## src/design/bpc_queue.sv

```systemverilog
// Small register FIFO used between the block's stages.
`timescale 1ns / 1ps
`default_nettype none
module bpc_queue #(
  parameter int unsigned WIDTH = 8,
  parameter int unsigned DEPTH = 2
) (
  input  logic             clk,
  input  logic             rst,
  input  logic             push,
  output logic             full,
  input  logic [WIDTH-1:0] wdata,
  input  logic             pop,
  output logic             empty,
  output logic [WIDTH-1:0] rdata
);
  localparam int unsigned PW = (DEPTH > 1) ? $clog2(DEPTH) : 1;
  localparam int unsigned CW = $clog2(DEPTH + 1);

  logic [WIDTH-1:0] mem [DEPTH];
  logic [PW-1:0]    wr_ptr;
  logic [PW-1:0]    rd_ptr;
  logic [CW-1:0]    count;
  logic             wr_en;
  logic             rd_en;

  assign full  = (count == CW'(DEPTH));
  assign empty = (count == '0);
  assign wr_en = push & ~full;
  assign rd_en = pop & ~empty;
  assign rdata = mem[rd_ptr];

  always_ff @(posedge clk) begin
    if (wr_en) begin
      mem[wr_ptr] <= wdata;
    end
  end

  always_ff @(posedge clk) begin
    if (rst) begin
      wr_ptr <= '0;
      rd_ptr <= '0;
      count  <= '0;
    end else begin
      if (wr_en) begin
        wr_ptr <= (wr_ptr == PW'(DEPTH - 1)) ? '0 : wr_ptr + 1'b1;
      end
      if (rd_en) begin
        rd_ptr <= (rd_ptr == PW'(DEPTH - 1)) ? '0 : rd_ptr + 1'b1;
      end
      unique case ({wr_en, rd_en})
        2'b10:   count <= count + 1'b1;
        2'b01:   count <= count - 1'b1;
        default: count <= count;
      endcase
    end
  end
endmodule
`default_nettype wire

```

## config.mk

```make
export PLATFORM = sky130hd
export DESIGN_NAME = bpc_queue
export DESIGN_NICKNAME = d
export VERILOG_FILES = /design/src/design/bpc_queue.sv
export SDC_FILE = /design/constraint.sdc
export NUM_CORES = 1
export LEC_CHECK = 0
export BUFFER_PORTS_ARGS = -buffer_cell sky130_fd_sc_hd__clkbuf_2
export CORE_MARGIN = 10
export CORE_UTILIZATION = 47
export DETAILED_ROUTE_END_ITERATION = 7
export PLACE_DENSITY = 0.74
export SLEW_MARGIN = 20
export SYNTH_ARGS = -nofsm -noshare
export SYNTH_HDL_FRONTEND = slang
export SYNTH_SLANG_ARGS = --single-unit
```

## constraint.sdc

```tcl
create_clock -name clk -period 5.07 [get_ports clk]
set_clock_uncertainty 0.2 [all_clocks]
set_input_delay 1.014 -clock clk [delete_from_list [all_inputs] [get_ports clk]]
set_output_delay 1.014 -clock clk [all_outputs]
set_load 0.03 [all_outputs]
```

======== Word-level counts from Yosys, hierarchy flattened ========
Memory sizes are Yosys's and may differ from the RTL's. A register that Yosys moved wholly into a read port is not among the register bits.
Index checks and enable logic that the tools add are counted.
word-level totals
  register bits after elaboration ......... 4
  latch bits .............................. 0
  RAM bits ................................ 16
  ROM bits ................................ 0
  input port bits ......................... 12
  output and inout port bits .............. 10
  word-level logic and storage cells ...... 24
  memories ................................ 1
operators by class
  $add $sub $neg .......................... 4
  $mul .................................... 0
  divide/modulo/power cells ............... 0
  magnitude comparators ................... 0
  equality and inequality tests ........... 3
  shift operators ......................... 0
  multiplexer cells ....................... 7
  bitwise gates (word level) .............. 4
  reductions and logical operators ........ 2
memories
  name  depth  bits a word  read ports  clocked after memory_dff  write ports  line  text
  mem   2      8            1           1                         1            20    logic [WIDTH-1:0] mem [DEPTH];
operator list
  operator               number
  $mux W1                6
  $eq A2 B2 Y1 const B   2
  $pmux W2 S2            1
  $add A1 B1 Y1 const B  2
  $add A2 B1 Y2 const B  1
  $and A1 B1 Y1          2
  $eq A2 B1 Y1 const B   1
  $logic_not A2 Y1       1
  $not A1 Y1             2
  $reduce_bool A2 Y1     1
  $sub A2 B1 Y2 const B  1

======== Logic depth before layout (Yosys ltp) ========
  depth in word-level cells ............... 5
  mapped depth ............................ 6
  gate-level depth less buffers ........... 6

======== Worst setup path after synthesis ========
OpenSTA, ideal clock, no wires.
  kind .................................... register to output
  start point ............................. reg with a tool-made name
  end point ............................... out rdata[0]
  data arrival time ....................... 1010 ps
  required time ........................... 3856 ps
  path slack .............................. 2846 ps
  stages on the path, launching flop included .. 3
  path buffers ............................ 1
  cell sequence ........................... dfxtp_1 -> clkbuf_1 -> mux2_2
RTL lines
  item           line  text
  end, declared  15    output logic [WIDTH-1:0] rdata

==> results_dict.tcl <==
set metrics [dict create \
    drtAntennaViolNets 0 \
    routed_wl_mm 1.35 \
    ys_ff_latch 21 \
    antenna_found_initial 0 \
    die_h_um 61.2 \
    min_to "wr_ptr" \
    worstHoldStart "wr_ptr" \
    drtIter0Drc 6 \
    syn-num-nets 64 \
    grt_usage_pct 8.41 \
    die-area_um2 3750 \
    use_met3_pct 3.50 \
    start_util_pct 51.2 \
    setup_violations 0 \
    worst_r2r_path_depth 4 \
    setup.worst_path.class "reg -> out" \
    drive_above_1_share_pct 45.3 \
    gp_congestion 0.663 \
    powerDensity_nw_per_um2 547 \
    path_clk_slew_ps 110 \
    grt_pass1_vias 501 \
    clock_sinks 21 \
    insertion_delay_ps 290 \
    drv_cap 0 \
    period_share_pct 51.5 \
    cts_hold_buffers 0 \
    critPathLaunchType "flip-flop" \
    power_uw 518 \
    io_buffers 21 \
    timing.rr.start "count[0]" \
    synth.area.top_cells "edfxtp_1 60%, dfxtp_1 13%, mux2_2 11%" \
    use_met2_pct 12.9 \
    remaining_drc_errors 0 \
    grt_busiest_layer "met2" \
    hpwl_mm 1.02 \
    synthCells 51 \
    grt_max_degree 12 \
    cp.arrival_ps 1400 \
    worst_pin_slew_ps 401 \
    root_buffer "clkbuf_4" \
    fmax_mhz 383 \
    cts_resized 0 \
    crit_required_ps 3860 \
    ys_seq_area_share_pct 72.7 \
    grt_pass1_wl_mm 2.30 \
    reg2reg_slack_ps 3320 \
    grt_remaining_overflow 0 \
    nets 89 \
    final_util_pct 60.7 \
    leakagePower_nw 0.387 \
    endpoint_kind "output port" \
    slew-limit-headroom_pct 73.3 \
    tritoncts "yes" \
    reg2reg_to "mem[0][6]" \
    finalHoldViolations 0 \
    fin_setup_tns_ps 0 \
    grt_setup_unrepaired "no" \
    yosysTopAreaCellShare_pct 60.2 \
    use_met1_pct 9.33 \
    finalNonFillerCells 91 \
    routed-via-count 461 \
    hold_slack_ps 301 \
    dpl.cell_count 87 \
    post_cts_buffers 0 \
    final-max-slew-violation-count 0 \
    synth.distinct_cells 17 \
    yosysTopAreaCell "edfxtp_1" \
    peakVddDrop_v 0.000334 \
    io_pins 22 \
    routedWlPerCell_um 14.9 \
    h-tree-depth 1 \
    numCtsBuffers 3 \
    area_growth_pct 18.5 \
    path_max_fanout 8 \
    status "finished clean" \
    netlist_area_um2 798 \
    syn_avg_cell_area_um2 15.7 \
    first_pass_iters 4 \
    hp-class "reg -> reg" \
    clk_path_buf_depth 2 \
    worstHoldPathCells 2 \
    die_w_um 61.2 \
    viasPerCell 5.07 \
    rows 14 \
    diodes 0 \
    synth_warnings 0 \
    post-route-min-period_ps 2610 \
    fp.coreArea_um2 1560 \
]
## layout make-up
type	instances	area (um2)
well taps	16	20.0
repair buffers	21	105
clock buffers	4	26.3
flip-flops and latches	21	581
inverters	3	11.3
multi-input cells	26	203
fillers	121	613
## state kept, by name, summed over array words and instances, names as in the netlist, named ones only
| signal | cells |
|---|---|
| count | 2 |
| wr_ptr | 1 |
| rd_ptr | 1 |
| mem | 16 |
## stage by stage
stage | setup slack [ps] | cell area [um2]
after detailed placement | 2720 | 920
after floorplan | 2850 | 798
after global routing | 2360 | 946
after global placement | 2730 | 920
after CTS | 2420 | 946
final | 2460 | 946
## critical path: stages (launching register included)
cell	delay, ps
dfxtp_1	540
mux2_2	380
clkbuf_2	190
## how the worst max path moves through the flow
stage / startpoint / endpoint
after floorplan: flip-flop / rdata[0]
after detailed placement: push / mem[0][1]
after CTS: flip-flop / rdata[2]
final: flip-flop / rdata[2]
after global placement: push / mem[0][1]
after global routing: flip-flop / rdata[2]
## cell families (layout without fill, tap and decap cells)
family                   count (synthesis)  in the layout  synth area share, %
flip-flops                              21             21                 72.7
AND/OR/NAND/NOR                          9              9                 5.80
multiplexers                             8              8                 11.3
AO/OA/AOI/OAI                            5              5                 3.45
buffers and inverters                    4             28                 1.88
XOR/XNOR                                 3              3                 3.29
adder cells (fa/ha/maj)                  1              1                 1.57
## cell usage after synthesis, drive strengths merged
library cell,n
mux2,8
or3,2
ha,1
nor2,4
clkbuf,1
inv,3
dfxtp,5
xnor2,2
xor2,1
nand2b,1
o21ai,2
edfxtp,16
and3,1
a21oi,2
nand2,1
o21a,1
## cell usage in the layout (no fill, tap or decap), drive strengths merged
master / instances
dfxtp: 5
inv: 3
or3: 2
xor2: 1
o21ai: 2
nand2: 1
and3: 1
nand2b: 1
xnor2: 2
mux2: 8
a21oi: 2
edfxtp: 16
ha: 1
nor2: 4
o21a: 1
clkbuf: 25
## layer usage
metal / wire length (um) / vias up
li1: - / 233
met1: 575 / 216
met4: 18 / 0
met2: 654 / 10
met3: 106 / 2
met5: 0 / -
## power breakdown
| part | internal (mW) | switching, mW |
|---|---|---|
| Clock | 0.0306 | 0.0453 |
| Sequential | 0.221 | 0.0253 |
| Combinational | 0.0753 | 0.120 |
Note: power is estimated with default switching activity, not from simulation.
