File: src/design/bpc_pkg.sv
// Shared types for the barometric pressure compensation block.
`timescale 1ns / 1ps
`default_nettype none
package bpc_pkg;

  // Calibration words unpacked from the configuration registers.
  typedef struct packed {
    logic [15:0] t1;
    logic [15:0] t2;
    logic [15:0] t3;
    logic [15:0] p1;
    logic [15:0] p2;
    logic [15:0] p3;
    logic [15:0] p4;
    logic [15:0] p5;
    logic [15:0] p6;
    logic [15:0] p7;
    logic [15:0] p8;
    logic [15:0] p9;
  } cal_t;

  // Pre-digested sample handed from the front to the back.
  typedef struct packed {
    logic signed [17:0] ta;     // (adc_t >> 3) - (t1 << 1)
    logic signed [16:0] d;      // (adc_t >> 4) - t1
    logic [20:0]        pbase;  // 1048576 - adc_p
  } work_t;

  typedef struct packed {
    logic [31:0] temperature_centi;
    logic [23:0] pressure_pa;
    logic        pressure_valid;
  } result_t;

  localparam int unsigned WORK_W   = $bits(work_t);
  localparam int unsigned RESULT_W = $bits(result_t);

  localparam logic [2:0] REG_CAL_TEMP       = 3'd0;
  localparam logic [2:0] REG_CAL_PRESS_LOW  = 3'd1;
  localparam logic [2:0] REG_CAL_PRESS_HIGH = 3'd2;
  localparam logic [2:0] REG_CAL_PRESS_LAST = 3'd3;

  localparam logic [63:0] FINE_OFFSET = 64'd128000;
  localparam logic [20:0] P_FULL      = 21'd1048576;
  localparam logic [16:0] P_SCALE     = 17'd3125;
  localparam logic [31:0] T_ROUND     = 32'd128;
  localparam logic [16:0] T_MUL       = 17'd5;
  localparam logic [63:0] V1_BIAS     = 64'd1 << 47;

  function automatic logic [63:0] sx16(input logic [15:0] v);
    return {{48{v[15]}}, v};
  endfunction

endpackage
`default_nettype wire

File: src/design/bpc_core.sv
// Back end: sequenced fixed-point compensation on one shared multiplier and a serial divider.
`timescale 1ns / 1ps
`default_nettype none
module bpc_core (
  input  logic             clk,
  input  logic             rst,
  input  bpc_pkg::cal_t    cal,
  input  logic             in_empty,
  output logic             in_pop,
  input  bpc_pkg::work_t   in_data,
  input  logic             out_full,
  output logic             out_push,
  output bpc_pkg::result_t out_data
);
  import bpc_pkg::*;

  localparam logic [4:0] S_IDLE = 5'd0;
  localparam logic [4:0] S_T0   = 5'd1;
  localparam logic [4:0] S_T1   = 5'd2;
  localparam logic [4:0] S_T2   = 5'd3;
  localparam logic [4:0] S_T3   = 5'd4;
  localparam logic [4:0] S_SQ   = 5'd5;
  localparam logic [4:0] S_A    = 5'd6;
  localparam logic [4:0] S_B    = 5'd7;
  localparam logic [4:0] S_C    = 5'd8;
  localparam logic [4:0] S_D    = 5'd9;
  localparam logic [4:0] S_E    = 5'd10;
  localparam logic [4:0] S_F    = 5'd11;
  localparam logic [4:0] S_DIV  = 5'd12;
  localparam logic [4:0] S_NEG  = 5'd13;
  localparam logic [4:0] S_G    = 5'd14;
  localparam logic [4:0] S_H    = 5'd15;
  localparam logic [4:0] S_I    = 5'd16;
  localparam logic [4:0] S_J    = 5'd17;
  localparam logic [4:0] S_OUT  = 5'd18;

  logic [4:0]  state;
  logic [5:0]  cnt;

  work_t       wk;
  logic [31:0] lin;
  logic [31:0] sq32;
  logic [31:0] fine;
  logic [63:0] v1;
  logic [63:0] sq;
  logic [63:0] v2;
  logic [63:0] u;
  logic [63:0] den;
  logic [63:0] dq;
  logic [63:0] rem;
  logic [63:0] ub;
  logic        neg;
  logic [63:0] p;
  logic [63:0] ph;
  logic [63:0] wt;
  logic [63:0] acc;
  logic [63:0] s;
  result_t     res;

  logic [63:0]        m_a;
  logic signed [16:0] m_b;
  logic signed [80:0] m_full;
  logic [63:0]        prod;
  logic [64:0]        rem_sh;
  logic [64:0]        diff;
  logic [63:0]        num;

  assign m_full = $signed(m_a) * m_b;
  assign prod   = m_full[63:0];
  assign rem_sh = {rem, dq[63]};
  assign diff   = rem_sh - {1'b0, ub};
  assign num    = prod;

  always_comb begin
    m_a = '0;
    m_b = '0;
    unique case (state)
      S_T0: begin
        m_a = {{46{wk.ta[17]}}, wk.ta};
        m_b = {cal.t2[15], cal.t2};
      end
      S_T1: begin
        m_a = {{47{wk.d[16]}}, wk.d};
        m_b = wk.d;
      end
      S_T2: begin
        m_a = {{32{sq32[31]}}, sq32};
        m_b = {cal.t3[15], cal.t3};
      end
      S_T3: begin
        m_a = {{32{fine[31]}}, fine};
        m_b = T_MUL;
      end
      S_SQ: begin
        m_a = v1;
        m_b = {1'b0, v1[cnt[1:0]*16 +: 16]};
      end
      S_A: begin
        m_a = sq;
        m_b = {cal.p6[15], cal.p6};
      end
      S_B: begin
        m_a = v1;
        m_b = {cal.p5[15], cal.p5};
      end
      S_C: begin
        m_a = sq;
        m_b = {cal.p3[15], cal.p3};
      end
      S_D: begin
        m_a = v1;
        m_b = {cal.p2[15], cal.p2};
      end
      S_E: begin
        m_a = V1_BIAS + u;
        m_b = {1'b0, cal.p1};
      end
      S_F: begin
        m_a = ({43'd0, wk.pbase} << 31) - v2;
        m_b = P_SCALE;
      end
      S_G: begin
        m_a = 64'($signed(p) >>> 13);
        m_b = {cal.p9[15], cal.p9};
      end
      S_H: begin
        m_a = wt;
        m_b = {1'b0, ph[cnt[1:0]*16 +: 16]};
      end
      S_I: begin
        m_a = p;
        m_b = {cal.p8[15], cal.p8};
      end
      default: begin
        m_a = '0;
        m_b = '0;
      end
    endcase
  end

  assign in_pop   = (state == S_IDLE) && !in_empty;
  assign out_push = (state == S_OUT) && !out_full;
  assign out_data = res;

  always_ff @(posedge clk) begin
    if (rst) begin
      state <= S_IDLE;
      cnt   <= '0;
    end else begin
      unique case (state)
        S_IDLE: begin
          if (!in_empty) begin
            wk    <= in_data;
            state <= S_T0;
          end
        end
        S_T0: begin
          lin   <= 32'($signed(prod[31:0]) >>> 11);
          state <= S_T1;
        end
        S_T1: begin
          sq32  <= 32'($signed(prod[31:0]) >>> 12);
          state <= S_T2;
        end
        S_T2: begin
          fine  <= lin + 32'($signed(prod[31:0]) >>> 14);
          state <= S_T3;
        end
        S_T3: begin
          res.temperature_centi <= 32'($signed(prod[31:0] + T_ROUND) >>> 8);
          v1    <= {{32{fine[31]}}, fine} - FINE_OFFSET;
          cnt   <= '0;
          state <= S_SQ;
        end
        S_SQ: begin
          sq  <= ((cnt[1:0] == 2'd0) ? 64'd0 : sq) + (prod << {cnt[1:0], 4'd0});
          cnt <= cnt + 1'b1;
          if (cnt[1:0] == 2'd3) begin
            state <= S_A;
          end
        end
        S_A: begin
          v2    <= prod;
          state <= S_B;
        end
        S_B: begin
          v2    <= v2 + (prod << 17) + (sx16(cal.p4) << 35);
          state <= S_C;
        end
        S_C: begin
          u     <= 64'($signed(prod) >>> 8);
          state <= S_D;
        end
        S_D: begin
          u     <= u + (prod << 12);
          state <= S_E;
        end
        S_E: begin
          den   <= 64'($signed(prod) >>> 33);
          state <= S_F;
        end
        S_F: begin
          if (den == '0) begin
            res.pressure_pa    <= '0;
            res.pressure_valid <= 1'b0;
            state              <= S_OUT;
          end else begin
            dq    <= num[63] ? (64'd0 - num) : num;
            ub    <= den[63] ? (64'd0 - den) : den;
            neg   <= num[63] ^ den[63];
            rem   <= '0;
            cnt   <= '0;
            state <= S_DIV;
          end
        end
        S_DIV: begin
          if (!diff[64]) begin
            rem <= diff[63:0];
            dq  <= {dq[62:0], 1'b1};
          end else begin
            rem <= rem_sh[63:0];
            dq  <= {dq[62:0], 1'b0};
          end
          cnt <= cnt + 1'b1;
          if (cnt == 6'd63) begin
            state <= S_NEG;
          end
        end
        S_NEG: begin
          p     <= neg ? (64'd0 - dq) : dq;
          state <= S_G;
        end
        S_G: begin
          ph    <= 64'($signed(p) >>> 13);
          wt    <= prod;
          cnt   <= '0;
          state <= S_H;
        end
        S_H: begin
          acc <= ((cnt[1:0] == 2'd0) ? 64'd0 : acc) + (prod << {cnt[1:0], 4'd0});
          cnt <= cnt + 1'b1;
          if (cnt[1:0] == 2'd3) begin
            state <= S_I;
          end
        end
        S_I: begin
          s     <= p + 64'($signed(acc) >>> 25) + 64'($signed(prod) >>> 19);
          state <= S_J;
        end
        S_J: begin
          res.pressure_pa    <= 24'(((64'($signed(s) >>> 8)) + (sx16(cal.p7) << 4)) >> 8);
          res.pressure_valid <= 1'b1;
          state              <= S_OUT;
        end
        S_OUT: begin
          if (!out_full) begin
            state <= S_IDLE;
          end
        end
        default: begin
          state <= S_IDLE;
        end
      endcase
    end
  end

`ifndef NO_ASSERTIONS
  a_pop_only_idle: assert property (@(posedge clk) disable iff (rst)
    in_pop |-> (state == S_IDLE) && !in_empty)
    else $error("sample taken while the sequencer is busy");
  a_pop_starts: assert property (@(posedge clk) disable iff (rst)
    in_pop |=> (state == S_T0))
    else $error("sequencer did not start after taking a sample");
  a_push_room: assert property (@(posedge clk) disable iff (rst)
    out_push |-> !out_full && (state == S_OUT))
    else $error("result pushed into a full queue");
  a_push_done: assert property (@(posedge clk) disable iff (rst)
    out_push |=> (state == S_IDLE))
    else $error("sequencer did not return to idle after a result");
`endif
endmodule
`default_nettype wire

File: config.mk
export PLATFORM = sky130hd
export DESIGN_NAME = bpc_core
export DESIGN_NICKNAME = d
export VERILOG_FILES = /design/src/design/bpc_pkg.sv /design/src/design/bpc_core.sv
export SDC_FILE = /design/constraint.sdc
export NUM_CORES = 2
export LEC_CHECK = 0
export BUFFER_PORTS_ARGS = -buffer_cell sky130_fd_sc_hd__buf_2
export CORE_ASPECT_RATIO = 1.4
export CORE_MARGIN = 10
export CORE_UTILIZATION = 49
export CTS_BUF_LIST = sky130_fd_sc_hd__clkbuf_8
export DETAILED_ROUTE_END_ITERATION = 10
export GPL_TIMING_DRIVEN = 0
export MAX_ROUTING_LAYER = met4
export PLACE_DENSITY = 0.68
export SYNTH_ARGS = -nofsm -noshare
export SYNTH_HDL_FRONTEND = slang
export SYNTH_SLANG_ARGS = --single-unit
File: constraint.sdc
create_clock -name clk -period 12.4 [get_ports clk]
set_clock_uncertainty 0.05 [all_clocks]
set_input_delay 0.62 -clock clk [delete_from_list [all_inputs] [get_ports clk]]
set_output_delay 0.62 -clock clk [all_outputs]
set_load 0.03 [all_outputs]
# --- After elaboration in Yosys (flattened, before gate mapping) ---
# Cells that the tools add are included.
op_classes:
  addsub: 18
  multipliers: 1
  n_eq_ne: 27
  n_shift: 3
  muxes: 26
  n_bitwise: 4
  n_reduce_logical: 34
ops:
  columns: ["cell", "count"]
  rows:
  - ["$pmux 64 s11", 1]
  - ["$pmux 64 s2", 4]
  - ["$mux 64", 7]
  - ["$add 64x64->64", 5]
  - ["$pmux 17 s14", 1]
  - ["$shiftx 64x7->16", 2]
  - ["$sub 1x64->64 const A", 2]
  - ["$pmux 5 s19", 1]
  - ["$add 40x40->40", 2]
  - ["$sub 65x64->65", 1]
  - ["$add 48x64->64 const A", 1]
  - ["$logic_not 64->1", 1]
  - ["$mul 64x17->64", 1]
  - ["$shl 64x6->64", 1]
  - ["$sub 52x64->64", 1]
  - ["$mux 63", 1]
  - ["$pmux 25 s2", 1]
  - ["$eq 5x4->1 const B", 8]
  - ["$add 32x20->32", 1]
  - ["$add 32x8->32 const B", 1]
  - ["$sub 1x31->32 const A", 1]
  - ["$mux 5", 6]
  - ["$reduce_and 2->1", 13]
  - ["$mux 25", 1]
  - ["other kinds (25)", 49]
word_totals:
  ff_bits: 942
  input_bits: 252
  output_inout_bits: 59
  elab_cells: 139

# --- Logic depth before layout (Yosys ltp) ---
depth:
  depth_word: 8
  ltp_mapped: 56
  mapped_depth_nobuf: 49

# --- Worst setup path after synthesis ---
# Ideal clock, no wire load.
synth_timing:
  path_kind: "register to register"
  from: "register state[0]"
  to: "register sq[62], data pin"
  setup_ns: 0.258
  arrival_time_ns: 12.687
  required_time_ns: 12.092
  path_slack_ns: -0.595
  path_stages_with_launch: 52
  path_buffers: 8
  synth_period_minus_slack_ns: 12.995
  path_cell_list: "dfxtp_1 > buf_2 > nand3b_1 > nor2_1 > clkbuf_1 > clkbuf_1 > buf_1 > mux4_2 > a22oi_1 > nor2_1 > nor3_1 > clkbuf_1 > clkbuf_1 > nor2_1 > fa_1 > inv_1 > fa_1 > fa_1 > (+16 left out) > nor2_1 > a211oi_1 > ha_1 > a21o_1 > a21o_1 > a21oi_1 > nor2b_1 > a221o_1 > a311oi_1 > o41ai_1 > a2111oi_0 > o31ai_1 > a21oi_1 > a21o_1 > o311a_1 > o21bai_1 > a21oi_1 > xnor2_1"
synth_between:
  elab_chain_len: 6
  elab_cells_between_ends: 21
  classes_between: "add/sub: 1; mul: 1; eq/ne: 14; shift: 1; mux: 2; reduce/logical: 2"
synth_lines:
  columns: ["element", "line_no", "source"]
  rows:
  - ["start: declaration", "bpc_core.sv:37", "logic [4:0] state;"]
  - ["start signal: assignment", "bpc_core.sv:147", "state <= S_IDLE;"]
  - ["start signal: assignment", "bpc_core.sv:154", "state <= S_T0;"]
  - ["start signal: assignment", "bpc_core.sv:159", "state <= S_T1;"]
  - ["$eq 5x3->1 or $eq 5x4->1 (tied branches)", "bpc_core.sv:77", "unique case (state)"]
  - ["$reduce_or 3->1 (no line) or $reduce_or 2->1 (tied branches)", null, null]
  - ["$pmux 64 s11", "bpc_core.sv:77", null]
  - ["$mul 64x17->64 *", "bpc_core.sv:68", "assign m_full = $signed(m_a) * m_b;"]
  - ["net m_full[31]", "bpc_core.sv:62", "logic signed [80:0] m_full;"]
  - ["$shl 64x6->64 *", "bpc_core.sv:176", "sq <= ((cnt[1:0] == 2'd0) ? 64'd0 : sq) + (prod << {cnt[1:0], 4'd0});"]
  - ["$add 64x64->64 *", "bpc_core.sv:176", null]
  - ["end signal: assignment", "bpc_core.sv:176", null]
  - ["end: declaration", "bpc_core.sv:45", "logic [63:0] sq;"]
# Mark *: on every way through the listed nets, which the timed path passes. The rest lies on a longest branch.
# A chain may end at the register's enable or synchronous reset.

# --- Worst setup path after layout ---
layout_timing:
  from: "register state[4]"
  to: "register sq[62], data pin"
# The elaborated chain is that of the path after synthesis.

==> metrics.csv <==
metric,value,unit
global route hottest layer,met2,
Port Buffer Count,293,
met3 usage,13.7,%
largest area contributor in the netlist,edfxtp_1,
site row count,185,
Cells after Synth,9530,
Hold Crit Start,in_empty,
Die H,526,um
Ys Warns,0,
final setup violation count,35,
DR DRC count,0,
Slowest cell on crit path,mux4_2,
Initial Util,49.4,%
Clock transition at path regs,0.06,ns
synth cell count leaders,"inv_1, nor2_1, nand2_1, fa_1, edfxtp_1",
WP data arrival,13.57,ns
"Avg Cell Area, Syn",9.41,um2
Netlist Area Pre-Place,0.0897,mm2
Unique masters post-synth,117,
Post-synth EDFFs,846,
R2R cell count,52,
GPL Wtd Cong,1.11,
CP endpoint kind,register,
fin crit period,12.87,ns
failing checks,"capacitance limit, slew limit, setup timing",
FF-to-FF setup slack,-0.47,ns
width of the chip,382,um
met2 Usage GRT,69.4,%
total number of vias,84900,
final worst-path cycle share,104,%
Clock Latency Late Sink,1.03,ns
Core Box Area,0.182,mm2
GR met1 Demand/Resource,48.9,%
status,"complete, but fails checks",
nets@finish,12300,
TritonCTS clock tree,done,
Crit Path Class,register to register,
final hold violations,0,
Worst setup SP type,register,
Area Growth Syn to Fin,23.9,%
Routed WL per cell,35.2,um
post-layout util,61.2,%
Async SR Flop Fraction,0,%
clock sinks,857,
Reg-to-Reg End,sq[62],
fmax,77.7,MHz
Synth area leaders,"edfxtp_1, fa_1, ha_1",
Clock Tree Buf Depth,3,
num ports,311,
HP Class,input port to register,
CP dominant cell by count,fa_1,
Die ar.,0.201,mm2
reg2reg start,state[4],
initial antenna violation count,61,
first-pass GRT wire length,636000,um
"slowest stage delay, CP",0.57,ns
largest net degree at the start of global routing,34,
FILL cells,15400,
violation count after the first detailed-route iteration,10700,
grt ovf,0,
DR vias/cell,6.41,
fin. max-slew vios,53,
TritonCTS Buffers,152,
WP data required,13.10,ns
H-tree Lvls,4,
Yosys reg bits,857,
share of layout cells above drive strength 1,20.5,%
Max Cap Viol,5,
Hold EP,wk[34],
vias in the first global route,84000,
Synth Net Count,11200,
Pre-antenna DRT Iters,9,
slew margin rel.,-19.6,%
Min-Delay Path Depth,2,
Detailed Route WL,466000,um
cell family with most CP delay,compound AO/OA/AOI/OAI gates,
Fin Setup TNS,-6.77,ns
Synth top area share,28.3,%
Post-DRT Antenna Nets,0,
HPWL Detailed,367000,um
final setup margin,-0.475,ns
clock root buffer,clkbuf_8,
post-synthesis sequential area ratio,28.6,%
worst-path fanout max,5,
Post-synth top flop,edfxtp_1,
GRT Util Overall,46.4,%
cell with the most instances after synthesis,inv_1,
Least-Margin Pin Slew,1.79,ns
RSZ-0062 raised after global routing,true,
CP bufs+invs,15,
-- cell usage in the layout, fill, tap and decap left out, types with 234 or more instances in the layout --
master	instances
nand2_1	878
edfxtp_1	846
buf_2	311
nor2_1	964
fa_1	853
ha_1	514
a21oi_1	430
inv_1	1168
xnor2_1	456
o21ai_0	340
buf_4	474
a21o_1	234
-- stage by stage --
step	cell area (um2)	setup slack (ns)	std cells	hold slack, ns
2_1_floorplan	89800	-0.00242	9530	0.376
3_3_place_gp	94300	-10.60	12300	0.412
3_5_place_dp	97100	-7.94	12400	0.404
4_1_cts	108000	-0.0561	13000	0.0356
5_1_grt	111000	-0.597	13200	0.0461
6_report	111000	-0.475	13200	0.0802
-- cell type report --
cell class	instances	area (um2)	share of cell area, %
Timing Repair Buffer	1019	8740	7.86
Clock buffer	152	2090	1.88
Multi-Input combinational cell	7096	63200	56.9
Tap cell	2431	3040	2.74
Antenna cell	45	113	0.101
Inverter	1181	4580	4.12
Clock inverter	122	897	0.807
Sequential cell	857	25600	23.1
Buffer	343	2860	2.57
-- what timing repair did --
action	4_1_cts	5_1_grt
resized for setup	1063	409
cloned	2	0
hold endpoints to repair	57	0
pin swaps	182	276
endpoints found under the setup margin	498	142
buffers inserted	329	186
hold buffers	57	0
-- worst max-delay path by stage --
| stage | from | endpoint | slack [ns] | cells after the start |
|---|---|---|---|---|
| after detailed placement | state[4] | acc[62] | -7.94 | 51 |
| after global routing | state[4] | acc[62] | -0.60 | 54 |
| after global placement | state[4] | acc[62] | -10.60 | 45 |
| after floorplan | state[0] | sq[62] | -0.002 | 51 |
| after CTS | state[3] | acc[62] | -0.06 | 45 |
| final | state[4] | sq[62] | -0.47 | 52 |
-- worst register-to-register path: cells and delay by family (launching register included) --
family / cells / cell delay (ns)
AOI/OAI and AO/OA: 16 / 4.17
buffers and inverters: 15 / 1.79
muxes: 1 / 0.57
and+or+nand+nor: 11 / 2.04
adders and majority gates: 8 / 3.61
xor gates and xnor gates: 1 / 0.08
DFF: 1 / 0.32
-- logic make-up after synthesis --
kind of cell / count (synthesis) / share of synthesized area (%)
buf+inv: 1578 / 6.70
simple gates: 2911 / 14.8
flops: 857 / 28.6
mux: 43 / 0.840
xor+xnor: 686 / 6.76
fa+ha+maj: 1451 / 27.5
compound gates: 2003 / 14.8
other cells: 1 / 0.00418
-- registers in the layout, summed over array words and instances (netlist names), 5 cells and up --
register,cells
acc,64
cnt,6
den,31
dq,64
fine,22
lin,21
out_data,49
p,64
ph,51
rem,64
s,28
sq,64
sq32,20
state,5
u,64
ub,32
v1,23
v2,64
wk,56
wt,64
-- layer usage --
metal  vias to the layer above  wire, um
li1                      34900         -
met1                     42100    151000
met2                      5819    204000
met3                      2142     52000
met4                         0     58600
met5                         -         0
Power is left out: the tool's default activity adds up to more than one toggle a clock period on the data nets, which glitch-free logic cannot reach.
