## src/design/bpc_pkg.sv

```systemverilog
// Shared types for the barometric pressure compensation block.
`timescale 1ns / 1ps
`default_nettype none
package bpc_pkg;

  // Calibration words unpacked from the configuration registers.
  typedef struct packed {
    logic [15:0] t1;
    logic [15:0] t2;
    logic [15:0] t3;
    logic [15:0] p1;
    logic [15:0] p2;
    logic [15:0] p3;
    logic [15:0] p4;
    logic [15:0] p5;
    logic [15:0] p6;
    logic [15:0] p7;
    logic [15:0] p8;
    logic [15:0] p9;
  } cal_t;

  // Pre-digested sample handed from the front to the back.
  typedef struct packed {
    logic signed [17:0] ta;     // (adc_t >> 3) - (t1 << 1)
    logic signed [16:0] d;      // (adc_t >> 4) - t1
    logic [20:0]        pbase;  // 1048576 - adc_p
  } work_t;

  typedef struct packed {
    logic [31:0] temperature_centi;
    logic [23:0] pressure_pa;
    logic        pressure_valid;
  } result_t;

  localparam int unsigned WORK_W   = $bits(work_t);
  localparam int unsigned RESULT_W = $bits(result_t);

  localparam logic [2:0] REG_CAL_TEMP       = 3'd0;
  localparam logic [2:0] REG_CAL_PRESS_LOW  = 3'd1;
  localparam logic [2:0] REG_CAL_PRESS_HIGH = 3'd2;
  localparam logic [2:0] REG_CAL_PRESS_LAST = 3'd3;

  localparam logic [63:0] FINE_OFFSET = 64'd128000;
  localparam logic [20:0] P_FULL      = 21'd1048576;
  localparam logic [16:0] P_SCALE     = 17'd3125;
  localparam logic [31:0] T_ROUND     = 32'd128;
  localparam logic [16:0] T_MUL       = 17'd5;
  localparam logic [63:0] V1_BIAS     = 64'd1 << 47;

  function automatic logic [63:0] sx16(input logic [15:0] v);
    return {{48{v[15]}}, v};
  endfunction

endpackage
`default_nettype wire

```

## src/design/bpc_queue.sv

```systemverilog
// Small register FIFO used between the block's stages.
`timescale 1ns / 1ps
`default_nettype none
module bpc_queue #(
  parameter int unsigned WIDTH = 8,
  parameter int unsigned DEPTH = 2
) (
  input  logic             clk,
  input  logic             rst,
  input  logic             push,
  output logic             full,
  input  logic [WIDTH-1:0] wdata,
  input  logic             pop,
  output logic             empty,
  output logic [WIDTH-1:0] rdata
);
  localparam int unsigned PW = (DEPTH > 1) ? $clog2(DEPTH) : 1;
  localparam int unsigned CW = $clog2(DEPTH + 1);

  logic [WIDTH-1:0] mem [DEPTH];
  logic [PW-1:0]    wr_ptr;
  logic [PW-1:0]    rd_ptr;
  logic [CW-1:0]    count;
  logic             wr_en;
  logic             rd_en;

  assign full  = (count == CW'(DEPTH));
  assign empty = (count == '0);
  assign wr_en = push & ~full;
  assign rd_en = pop & ~empty;
  assign rdata = mem[rd_ptr];

  always_ff @(posedge clk) begin
    if (wr_en) begin
      mem[wr_ptr] <= wdata;
    end
  end

  always_ff @(posedge clk) begin
    if (rst) begin
      wr_ptr <= '0;
      rd_ptr <= '0;
      count  <= '0;
    end else begin
      if (wr_en) begin
        wr_ptr <= (wr_ptr == PW'(DEPTH - 1)) ? '0 : wr_ptr + 1'b1;
      end
      if (rd_en) begin
        rd_ptr <= (rd_ptr == PW'(DEPTH - 1)) ? '0 : rd_ptr + 1'b1;
      end
      unique case ({wr_en, rd_en})
        2'b10:   count <= count + 1'b1;
        2'b01:   count <= count - 1'b1;
        default: count <= count;
      endcase
    end
  end
endmodule
`default_nettype wire

```

## src/design/bpc_front.sv

```systemverilog
// Front end: accept raw samples, pre-digest them and queue them for the back end.
`timescale 1ns / 1ps
`default_nettype none
module bpc_front #(
  parameter int unsigned DEPTH = 4
) (
  input  logic           clk,
  input  logic           rst,
  input  logic           push,
  output logic           full,
  input  logic [19:0]    raw_pressure,
  input  logic [19:0]    raw_temperature,
  input  logic [15:0]    t1,
  input  logic           pop,
  output logic           empty,
  output bpc_pkg::work_t work
);
  import bpc_pkg::*;

  work_t            entry;
  logic [WORK_W-1:0] rd_bits;

  always_comb begin
    entry.ta    = $signed({1'b0, raw_temperature[19:3]}) - $signed({1'b0, t1, 1'b0});
    entry.d     = $signed({1'b0, raw_temperature[19:4]}) - $signed({1'b0, t1});
    entry.pbase = P_FULL - {1'b0, raw_pressure};
  end

  bpc_queue #(.WIDTH(WORK_W), .DEPTH(DEPTH)) u_queue (
    .clk   (clk),
    .rst   (rst),
    .push  (push),
    .full  (full),
    .wdata (entry),
    .pop   (pop),
    .empty (empty),
    .rdata (rd_bits)
  );

  assign work = work_t'(rd_bits);
endmodule
`default_nettype wire

```

## config.mk

```make
export PLATFORM = sky130hd
export DESIGN_NAME = bpc_front
export DESIGN_NICKNAME = d
export VERILOG_FILES = /design/src/design/bpc_pkg.sv /design/src/design/bpc_queue.sv /design/src/design/bpc_front.sv
export SDC_FILE = /design/constraint.sdc
export NUM_CORES = 1
export LEC_CHECK = 0
export BUFFER_PORTS_ARGS = -buffer_cell sky130_fd_sc_hd__buf_2
export CORE_ASPECT_RATIO = 1.2
export CORE_UTILIZATION = 37
export CTS_CLUSTER_DIAMETER = 80
export CTS_CLUSTER_SIZE = 10
export DETAILED_ROUTE_END_ITERATION = 8
export PLACE_DENSITY = 0.64
export SYNTH_ARGS = -nofsm -noshare
export SYNTH_HDL_FRONTEND = slang
export SYNTH_SLANG_ARGS = --single-unit
```

## constraint.sdc

```tcl
create_clock -name clk -period 2.3 [get_ports clk]
set_clock_uncertainty 0.15 [all_clocks]
set_input_delay 0.115 -clock clk [delete_from_list [all_inputs] [get_ports clk]]
set_output_delay 0.115 -clock clk [all_outputs]
set_load 0.01 [all_outputs]
```

-- Word level (Yosys, flattened, before mapping)
Memory sizes are Yosys's and may differ from the RTL's. A register that Yosys moved wholly into a read port is not among the register bits.
Index checks and enable logic that the tools add are counted.
- add/subtract/negate cells: 7
- equal/unequal tests: 5
- multiplexer cells: 7
- bitwise gates (word level): 4
- reductions and logical operators: 2
- operators with widths (operator ; number):
    21-bit by 20-bit subtractor with 21-bit output, first input constant ; 1
    17-bit by 17-bit subtractor with 18-bit output ; 1
    16-bit by 16-bit subtractor with 17-bit output ; 1
    2-bit 2-to-1 mux ; 4
    2-bit equality test, second input constant ; 3
    3-bit one-hot mux with 2 select lines ; 1
    2-bit by 1-bit adder with 2-bit output, second input constant ; 2
    3-bit by 1-bit adder with 3-bit output, second input constant ; 1
    3-bit equality test, second input constant ; 1
    3-bit logical NOT ; 1
    3-bit by 1-bit subtractor with 3-bit output, second input constant ; 1
    1-bit AND ; 2
    2-bit by 1-bit equality test with 1-bit output, second input constant ; 1
    1-bit 2-to-1 mux ; 2
    1-bit NOT ; 2
    2-bit nonzero test ; 1
- bits in registers: 7
- bits in writable memories: 224
- input port bits: 60
- output and inout bits: 58
- word-level logic and storage cells: 29
- memories kept: 1
- memory list (name ; depth ; bits a word ; read ports ; clocked after memory_dff ; wr ports ; line ; text):
    u_queue.mem ; 4 ; 56 ; 1 ; 1 ; 1 ; bpc_queue.sv:20 ; logic [WIDTH-1:0] mem [DEPTH];

-- Logic depth before layout (Yosys ltp)
Gate-level depths: netlist (run 1).
- depth in word-level cells: 5
- depth in mapped cells: 10
- depth with buffers taken out: 10

-- Hierarchy
A second synthesis (run 1) with hierarchy kept.
- cells, all modules: 525
- area, all modules: 9765.6 um^2
- modules (own cells, without submodules) (module ; times used ; cells each ; area an instance (um^2) ; sequential area each (um^2)):
    bpc_queue ; 1 ; 346 ; 8574.5 ; 6906.6
    bpc_front ; 1 ; 179 ; 1191.1 ; 0.0

-- Worst setup path before layout (run 1)
OpenSTA, ideal clock, no wires.
- path kind: reg2reg
- start point: register u_queue.count[0]
- end point: memory u_queue.mem[3][0] (netlist name), enable pin
- setup time: 400 ps
- data arrival time: 1824 ps
- data required time: 1750 ps
- path slack: -74 ps
- stages on the path, launching flop included: 5
- buffers on the path: 0
- period minus slack after synthesis: 2374 ps
- path through: dfxtp_1 > inv_1 > and3_1 > nor2b_1 > and2_1
- cells in the longest elaborated chain, start to end: 5
- RTL lines (item ; line ; text):
    from (decl) ; bpc_queue.sv:23 ; logic [CW-1:0] count;
    from (signal assigned) ; bpc_queue.sv:52 ; 2'b10: count <= count + 1'b1;
    from (signal assigned) ; bpc_queue.sv:53 ; 2'b01: count <= count - 1'b1;
    from (signal assigned) ; bpc_queue.sv:54 ; default: count <= count;
    3-bit equality test ; bpc_queue.sv:27 ; assign full = (count == CW'(DEPTH));
    named net full ; bpc_front.sv:10 ; output logic full,
    1-bit NOT ; bpc_queue.sv:29 ; assign wr_en = push & ~full;
    1-bit AND ; bpc_queue.sv:29 ;
    1-bit 2-to-1 mux ; bpc_queue.sv:34 ; if (wr_en) begin
    1-bit 2-to-1 mux (not written as such) ; bpc_queue.sv:35 ; mem[wr_ptr] <= wdata;
    to (decl) ; bpc_queue.sv:20 ;
The timed path passes the listed nets, and every way through them passes these cells.

-- Worst setup path after layout (run 1)
- start point: register u_queue.count[1]
- end point: register u_queue.count[2]
- cells in the longest elaborated chain, start to end: 5
- elaborated cells between the ends (all ways): 12
- those cells by class: 2 x add/sub; 3 x eq/ne; 1 x mux; 4 x bitwise; 2 x reduce/logical
- RTL lines (item ; line ; text):
    3-bit equality test / 3-bit logical NOT (equally long branches) ; bpc_queue.sv:27, bpc_queue.sv:28 ;
    1-bit NOT (on tied branches) ; bpc_queue.sv:29, bpc_queue.sv:30 ;
    1-bit AND (on tied branches) ; bpc_queue.sv:29, bpc_queue.sv:30 ;
    2-bit by 1-bit equality test with 1-bit output / 2-bit equality test (equally long branches) ; bpc_queue.sv:51 ; unique case ({wr_en, rd_en})
    3-bit one-hot mux with 2 select lines / 2-bit nonzero test (equally long branches) ; -- ;
Parallel ways exist; a longest one is shown, timed or not.
A chain may end at the register's enable or synchronous reset.

==> impl_summary.md, run 1 <==
Run status
The run finished with clean final reports.

CTS
Clock-pin slew was measured on the worst setup and hold paths at 0.06 ns. The number of buffers inserted to repair setup after CTS is 0. TritonCTS built the clock tree. The deepest level of the CTS H-tree is 4. Clock latency on the worst-skew pair, taken at its later pin, is 0.42 ns. The number of CTS-inserted buffers is 17. The number of sinks on the clock net is 165.

The clock root buffer master is sky130_fd_sc_hd__clkbuf_16. The largest buffer count on any clock path is 2.

Cells and area
The number of nets in the layout is 699. The area growth from synthesis to layout is 24.50%. The count of antenna diodes in the layout is 0. Counting the fill cells in the layout gives 1689. The area taken by flip-flops and latches is 4870 um2. Summing all multi-input logic gate instances after layout gives 2257 um2. Cells with a size suffix above 1 make up 37.32% of the layout.

Logic synthesis
The commonest cells after synthesis are sky130_fd_sc_hd__edfxtp_1, sky130_fd_sc_hd__mux4_2, sky130_fd_sc_hd__inv_1. The post-synthesis average cell area is 16.06 um2. The post-synthesis net count is 546. The number of different library cells in the post-synthesis netlist is 45. Of the post-synthesis cell area, the dominant cell type holds 63.26%. The gate count of the mapped netlist is 461. Summing every instance area after synthesis gives 7405 um2. The total of warnings raised by yosys is 0. Of all flip-flops after synthesis, the portion carrying an async set or reset was 0%.

The flip-flop cell with the highest count after synthesis is sky130_fd_sc_hd__edfxtp_1. The sequential element share of the synthesized area is 65.70%. Yosys mapped a number of flops with a built-in enable equal to 156. The synthesized design spends more area on one cell type than any other, namely sky130_fd_sc_hd__edfxtp_1. The number of register bits inferred by synthesis is 165. The most common cell in the synthesized netlist is sky130_fd_sc_hd__edfxtp_1. Yosys attributes the largest share of cell area to sky130_fd_sc_hd__edfxtp_1, sky130_fd_sc_hd__mux4_2, sky130_fd_sc_hd__ha_1.

STA
The shortest clock period the worst path allows after layout is 2.183 ns. At the pin with the least slew margin, the transition time is 0.5260 ns. Setup violations remaining at the end of the flow were counted as 0. The final hold violation count was 0. After layout, the worst setup slack is 0.1167 ns. The worst pin sits at a relative slew slack of 64.93%. The highest clock frequency the design can meet is 458.0 MHz. After layout, the worst path uses 94.93% of the clock period.

Setup repair after global routing left no endpoint under its margin. The final count of pins violating max slew was 0.

Placed design
The final HPWL from detailed placement is 9809 um. The placer congestion estimate is 0.8384. During placement, the flow inserted port buffers numbering 114.

OpenSTA, run right after detailed placement, puts the worst setup slack at -0.2200 ns.

GRT
Entering global routing, the biggest net connects 40 pins. The met1 capacity usage during global routing is 16.75%. The first global-routing pass estimated 22980 um of wire. The overall overflow remaining after global route is 0.

The number of global-route vias before repair is 4468. The number of antenna violations at the first check in global routing was 0. The most used routing layer is met2. The all-layer global routing usage is 14.95%. For met2 alone, demand over resource in global routing was 27.94%. For met3 alone, demand over resource in global routing was 3.607%.

Routing
After detailed routing, the number of remaining DRC violations is 0. The via count of the routed design is 4355. After the first detailed-routing iteration, the DRC count stood at 192. Wires add up to 14540 um. Once detail routing completed, the nets flagged for antenna violations numbered 0. The detailed-route wire length per cell is 16.37 um. After detailed routing, the number of vias per cell comes to 4.904.

For this run, the detailed router's first-pass iteration total came to 4.

Setup path
The worst setup path is launched from a flop. The largest driver fanout on the critical path is 3. The required time of the critical path is 2.50 ns.

The kind of cell with the highest combined delay along the critical path is adder cells. The arrival time reported for the critical path endpoint is 2.39 ns. The worst setup path is of the flop to flop kind.

The delay of the slowest critical-path stage is 0.37 ns. The number of buffer and inverter stages on the critical path is 3. Among all stages on the critical path, the largest delay is contributed by sky130_fd_sc_hd__fa_1.

Walking the worst path, the cells encountered are inv_1, and3_4, nor2b_1, inv_1, ha_2, inv_1, fa_1, xor2_1, or3_1, a21oi_1. STA classifies the critical path endpoint as a flop. The most frequent cell on the critical path is sky130_fd_sc_hd__inv_1.

Job
Across the run, the number of max-cap violations was 0.

Floorplan
The floorplan step defined a core boundary enclosing 19550 um2. The floorplan step defined a die boundary enclosing 20580 um2. The overall die width is 131.1 um.

The floorplan has 56 rows. Pin placement for this block handled 118 I/O pins. The die extent in y is 157.0 um. The initial standard-cell utilization of the core is 37.88%.

Power
Power spread over the standard cell area amounts to 959.2 nW/um2. The peak ir drop on the vdd network is 0.5482 mV. The total chip power is 8.843 mW.

In this run the static leakage power is 3.377 nW.

Min path
In this run the worst hold path is classified as input pin to flop.
cells in the final DEF (no fill, tap or decap), types with 3 or more instances in the layout:
cell                              n
sky130_fd_sc_hd__edfxtp_1       156
sky130_fd_sc_hd__dfxtp_2          4
sky130_fd_sc_hd__clkinv_2         3
sky130_fd_sc_hd__clkbuf_16       17
sky130_fd_sc_hd__o211ai_1         3
sky130_fd_sc_hd__dfxtp_1          5
sky130_fd_sc_hd__nand2_1         14
sky130_fd_sc_hd__ha_1            22
sky130_fd_sc_hd__a31oi_1          3
sky130_fd_sc_hd__a21boi_0         3
sky130_fd_sc_hd__mux4_2          39
sky130_fd_sc_hd__dlygate4sd3_1   17
sky130_fd_sc_hd__nor2_1          30
sky130_fd_sc_hd__inv_6            4
sky130_fd_sc_hd__a21oi_1         17
sky130_fd_sc_hd__xor2_1           7
sky130_fd_sc_hd__o21ai_0          8
sky130_fd_sc_hd__xnor2_1         21
sky130_fd_sc_hd__a21o_1           3
sky130_fd_sc_hd__buf_4           27
sky130_fd_sc_hd__or3_1            4
sky130_fd_sc_hd__nor2b_1          4
sky130_fd_sc_hd__inv_1           32
sky130_fd_sc_hd__and2_2           4
sky130_fd_sc_hd__buf_12           6
sky130_fd_sc_hd__nand2b_1         5
sky130_fd_sc_hd__nor4_1           3
sky130_fd_sc_hd__nor3_1          13
sky130_fd_sc_hd__nand3_1          3
sky130_fd_sc_hd__buf_2          114
cell families after synthesis:
| kind of cell | share of synthesized area (%) |
|---|---|
| and+or+nand+nor | 6.404 |
| buffers and inverters | 4.072 |
| AOI/OAI and AO/OA | 4.089 |
| adders and majority gates | 4.427 |
| DFF | 65.70 |
| muxes | 12.00 |
| xor gates and xnor gates | 3.312 |
power by group:
group	switching, mW	total [mW]	internal (mW)
logic	1.22	2.31	1.09
clock network	1.15	2.75	1.60
registers	0.105	3.78	3.68
total	2.47	8.84	6.37
worst paths after layout:
path	cells after the start	end	slack, ns	start
setup reg to reg	10	u_queue.count[2]	0.12	u_queue.count[1]
hold reg to reg	2	u_queue.count[2]	0.35	u_queue.count[2]
setup / recovery	10	u_queue.count[2]	0.12	u_queue.count[1]
hold / removal	3	u_queue.mem[0][9]	0.03	raw_pressure[9]
tightest hold or removal path, cell delays in order:
cell and delay [ns]:
sky130_fd_sc_hd__buf_2 0.08, sky130_fd_sc_hd__buf_4 0.12, sky130_fd_sc_hd__xor2_1 0.10
metal layers:
layer	routed length [um]	share of wire, %
met2	7818	54
met3	535	3.7
met4	157	1.1
met1	6023	41
met5	0	0
state kept, by name (all words and copies together) (netlist names), named ones only:
signal,count
u_queue.rd_ptr,2
u_queue.wr_ptr,2
u_queue.count,3
u_queue.mem,156
what timing repair did:
| action | CTS | global route |
|---|---|---|
| resized for setup | 0 | 5 |
| hold buffers | 17 | 0 |
| hold endpoints to repair | 73 | 0 |
| setup endpoints to repair | 0 | 1 |
cell type report:
cell class	count	area share, %
inverter	33	1.344
clock inverter	15	1.656
multi-input combinational	233	24.48
tap	261	3.542
timing repair buffer	164	11.54
sequential	165	52.82
clock buffer	17	4.615
stage by stage:
stage | hold WS, ns | setup TNS [ns] | std cells | cell area (um2) | util (%)
after CTS | 0.001818 | 0 | 888 | 9209 | 47.11
after global placement | 0.1806 | -1.810 | 839 | 8461 | 43.28
after detailed placement | 0.1881 | -4.305 | 839 | 8461 | 43.28
after floorplan | 0.03407 | -0.07251 | 461 | 7416 | -
final | 0.03149 | 0 | 888 | 9219 | 47.16
after global routing | 0.01148 | 0 | 888 | 9219 | 47.16
No activity file was read; power rests on OpenSTA's default activity.
==> inputs of run 2 (changes only) <==
Settings changed: ABC_AREA from default to 0, CORE_MARGIN from default to 3.
==> run 2 against run 1 <==
Against the previous run: utilization is 0.068 points higher; sequential power hardly changed; sequential cell count stayed put; worst hold slack worse by 0.0012 ns; first-iteration DRC count is 48% higher; register-to-register slack hardly changed; die area is 5.7% higher; critical path type unchanged; critical endpoint unchanged; largest power group unchanged; highest routed layer unchanged.
==> impl_summary.md, run 2 (synthesized netlist as in run 1, its figures left out) <==
Cells and area
The register with the most flip-flops in the layout has 156 of them. The largest registers in the layout are u_queue.mem: 156 flops, u_queue.count: 3 flops. The register containing the most flip-flops in the final layout is u_queue.mem. With fillers left out, the area of the finished cells amounts to 9265 um2. The most frequent standard cell in the layout excluding fill and tap cells is sky130_fd_sc_hd__edfxtp_1. The post-route netlist has 37.96% of its cells at a drive strength greater than 1. The top cell types in the final layout, fill and taps aside, are sky130_fd_sc_hd__edfxtp_1, sky130_fd_sc_hd__buf_2, sky130_fd_sc_hd__mux4_2.

Compared with the post-synthesis result, the final layout area differs by 25.13%. The filler-free cell count of the finished design is 888. 0 antenna diodes ended up in the layout. After the last flow step, the layout net total stands at 699.

Floorplan
In this run the standard cell core region covers 19620 um2. In this run the core area contains 56 standard-cell rows. The die extent in y is 161.0 um. The overall die width is 135.1 um.

The I/O pin count is 118. The floorplan step defined a die boundary enclosing 21750 um2. Once the floorplan was initialized, standard cells occupied 37.74% of the core.

STA
The setup TNS is 0 ns. Derived from the worst setup path, the maximum achievable clock frequency is 455.6 MHz. The final count of pins violating max slew is 0. The final hold violation count came to 0. The slew at the pin closest to its max-slew limit is 0.5151 ns. In this run the tightest slew margin relative to its limit is 65.66%. The smallest hold slack is 0.03027 ns.

Setup violations remaining at the end of the flow were counted as 0. The worst path needs 2.195 ns of the cycle, external delays included. Setup repair after global routing left no endpoint under its margin. In the finished design, the share of the clock period the worst path needs comes to 95.44%.

Setup path
The type of element capturing the critical path is a flop. At the worst endpoint, the required time is 2.50 ns. The worst register-to-register path has a setup slack of 0.10 ns. The critical path is of the flop to flop type.

The number of cell instances on the worst register-to-register path is 10. The arrival time reported for the critical path endpoint is 2.40 ns. The worst setup path is launched from a flop.

The worst register-to-register path ends at u_queue.count[2]. In this run the worst path has a maximum fanout of 6. The startpoint identified for the worst register-to-register timing path is u_queue.count[1].

Min path
The count of cells along the worst hold path is 3. The worst hold path belongs to the class input pin to flop. In this run the most critical hold path is launched from raw_pressure[5].

The worst hold path terminates at u_queue.mem[2][5].

Routing
The post-detailed-routing wire length is 14520 um. The via count of the routed design is 4365. The first detailed-routing pass ran for 4 iterations. The number of vias per cell is 4.916. Once detail routing completed, the nets flagged for antenna violations numbered 0. The detailed-route wire length per cell is 16.35 um. After detailed routing, the number of remaining DRC violations is 0. The number of DRC markers after the initial detailed-route iteration is 284.

Placed design
Including well taps, the total number of placed cells is 836. In this run the tool buffered the top-level ports with 114 buffer cells. The final HPWL from detailed placement is 10120 um.

The placer congestion estimate is 0.8636. The post-place instance area is 8438 um2.

GRT
The number of global-route vias before repair came to 4474. The overall overflow remaining after global route is 0. The number of antenna violations at the first check in global routing is 0. The maximum number of pins on one net before global-route repair is 22. The met3 usage in global routing is 3.603%. The met2 usage in global routing is 24.80%. The first global-routing pass estimated 23030 um of wire. The most used routing layer is met2. The all-layer global routing usage is 13.87%. For this run, global-route usage on met1 was measured as 16.06%.

CTS
Counting the buffers created by CTS gives 17. The clock passes through at most 2 buffers. The clock drives 165 sinks. TritonCTS built the clock tree. The tree is rooted in a sky130_fd_sc_hd__clkbuf_16. After clock tree synthesis, the clock-pin slew on the worst setup and hold paths is 0.06 ns.

The deepest level of the CTS H-tree is 4. The clock latency on the worst-skew pair is 0.42 ns.

Job
Max-cap violations in this run came to 0.

Power
The power density over cell area is 960.4 nW/um2. The leakage power of the design is 3.382 nW. The total chip power is 8.898 mW. The worst-case IR drop observed on VDD is 0.4945 mV.

Run status
The flow ran to the end, and the final reports show no timing, DRC or antenna violations.
-- run 2: where the power goes --
group | internal (mW) | switching, mW | total [mW]
Clock | 1.60 | 1.14 | 2.74
Sequential | 3.68 | 0.106 | 3.78
Combinational | 1.13 | 1.24 | 2.38
Total | 6.41 | 2.49 | 8.90
-- run 2: layer usage --
| metal | share of wire [%] | vias up |
|---|---|---|
| li1 | - | 2056 |
| met5 | 0 | - |
| met2 | 54 | 131 |
| met1 | 40 | 2164 |
| met3 | 4.4 | 14 |
| met4 | 1.4 | 0 |
-- run 2: worst max-delay path by stage --
stage	endpoint	startpoint	depth (start not counted)	slack, ns
after global routing	u_queue.count[2]	u_queue.count[0]	9	0.003
after global placement	u_queue.mem[2][20]	raw_pressure[6]	6	-0.17
after detailed placement	u_queue.mem[0][20]	raw_pressure[6]	6	-0.22
after CTS	u_queue.count[2]	u_queue.count[0]	10	0.04
after floorplan	u_queue.mem[0][20]	raw_pressure[6]	5	-0.02
final	u_queue.count[2]	u_queue.count[1]	10	0.10
-- run 2: repair_timing --
item,in CTS,in global routing
pin swaps,0,1
resized for setup,3,11
buffers inserted,0,0
hold buffers,20,0
endpoints found under the setup margin,1,1
hold endpoints to repair,77,0
-- run 2: cell type report --
class / instances / area, um2
Fill cell: 1708 / 10350
Sequential cell: 165 / 4870
Multi-Input combinational cell: 233 / 2293
Timing Repair Buffer: 164 / 1071
Clock buffer: 17 / 425.4
Tap cell: 261 / 326.6
Clock inverter: 15 / 155.1
Inverter: 33 / 123.9
-- run 2: metrics by stage --
stage          utilization (%)  setup WS, ns
2_1_floorplan                -      -0.01813
3_3_place_gp             43.01       -0.1719
3_5_place_dp             43.01       -0.2239
4_1_cts                  47.02       0.03901
5_1_grt                  47.23      0.002851
6_report                 47.23        0.1049
-- run 2: worst max-delay path, stage by stage (launching register included) --
cell and delay (ns):
sky130_fd_sc_hd__dfxtp_1 0.33, sky130_fd_sc_hd__inv_2 0.08, sky130_fd_sc_hd__and3_4 0.19, sky130_fd_sc_hd__nor2b_4 0.05
sky130_fd_sc_hd__inv_2 0.09, sky130_fd_sc_hd__ha_4 0.14, sky130_fd_sc_hd__inv_1 0.05, sky130_fd_sc_hd__fa_2 0.33
sky130_fd_sc_hd__xor2_1 0.17, sky130_fd_sc_hd__or3_4 0.40, sky130_fd_sc_hd__a21oi_2 0.13
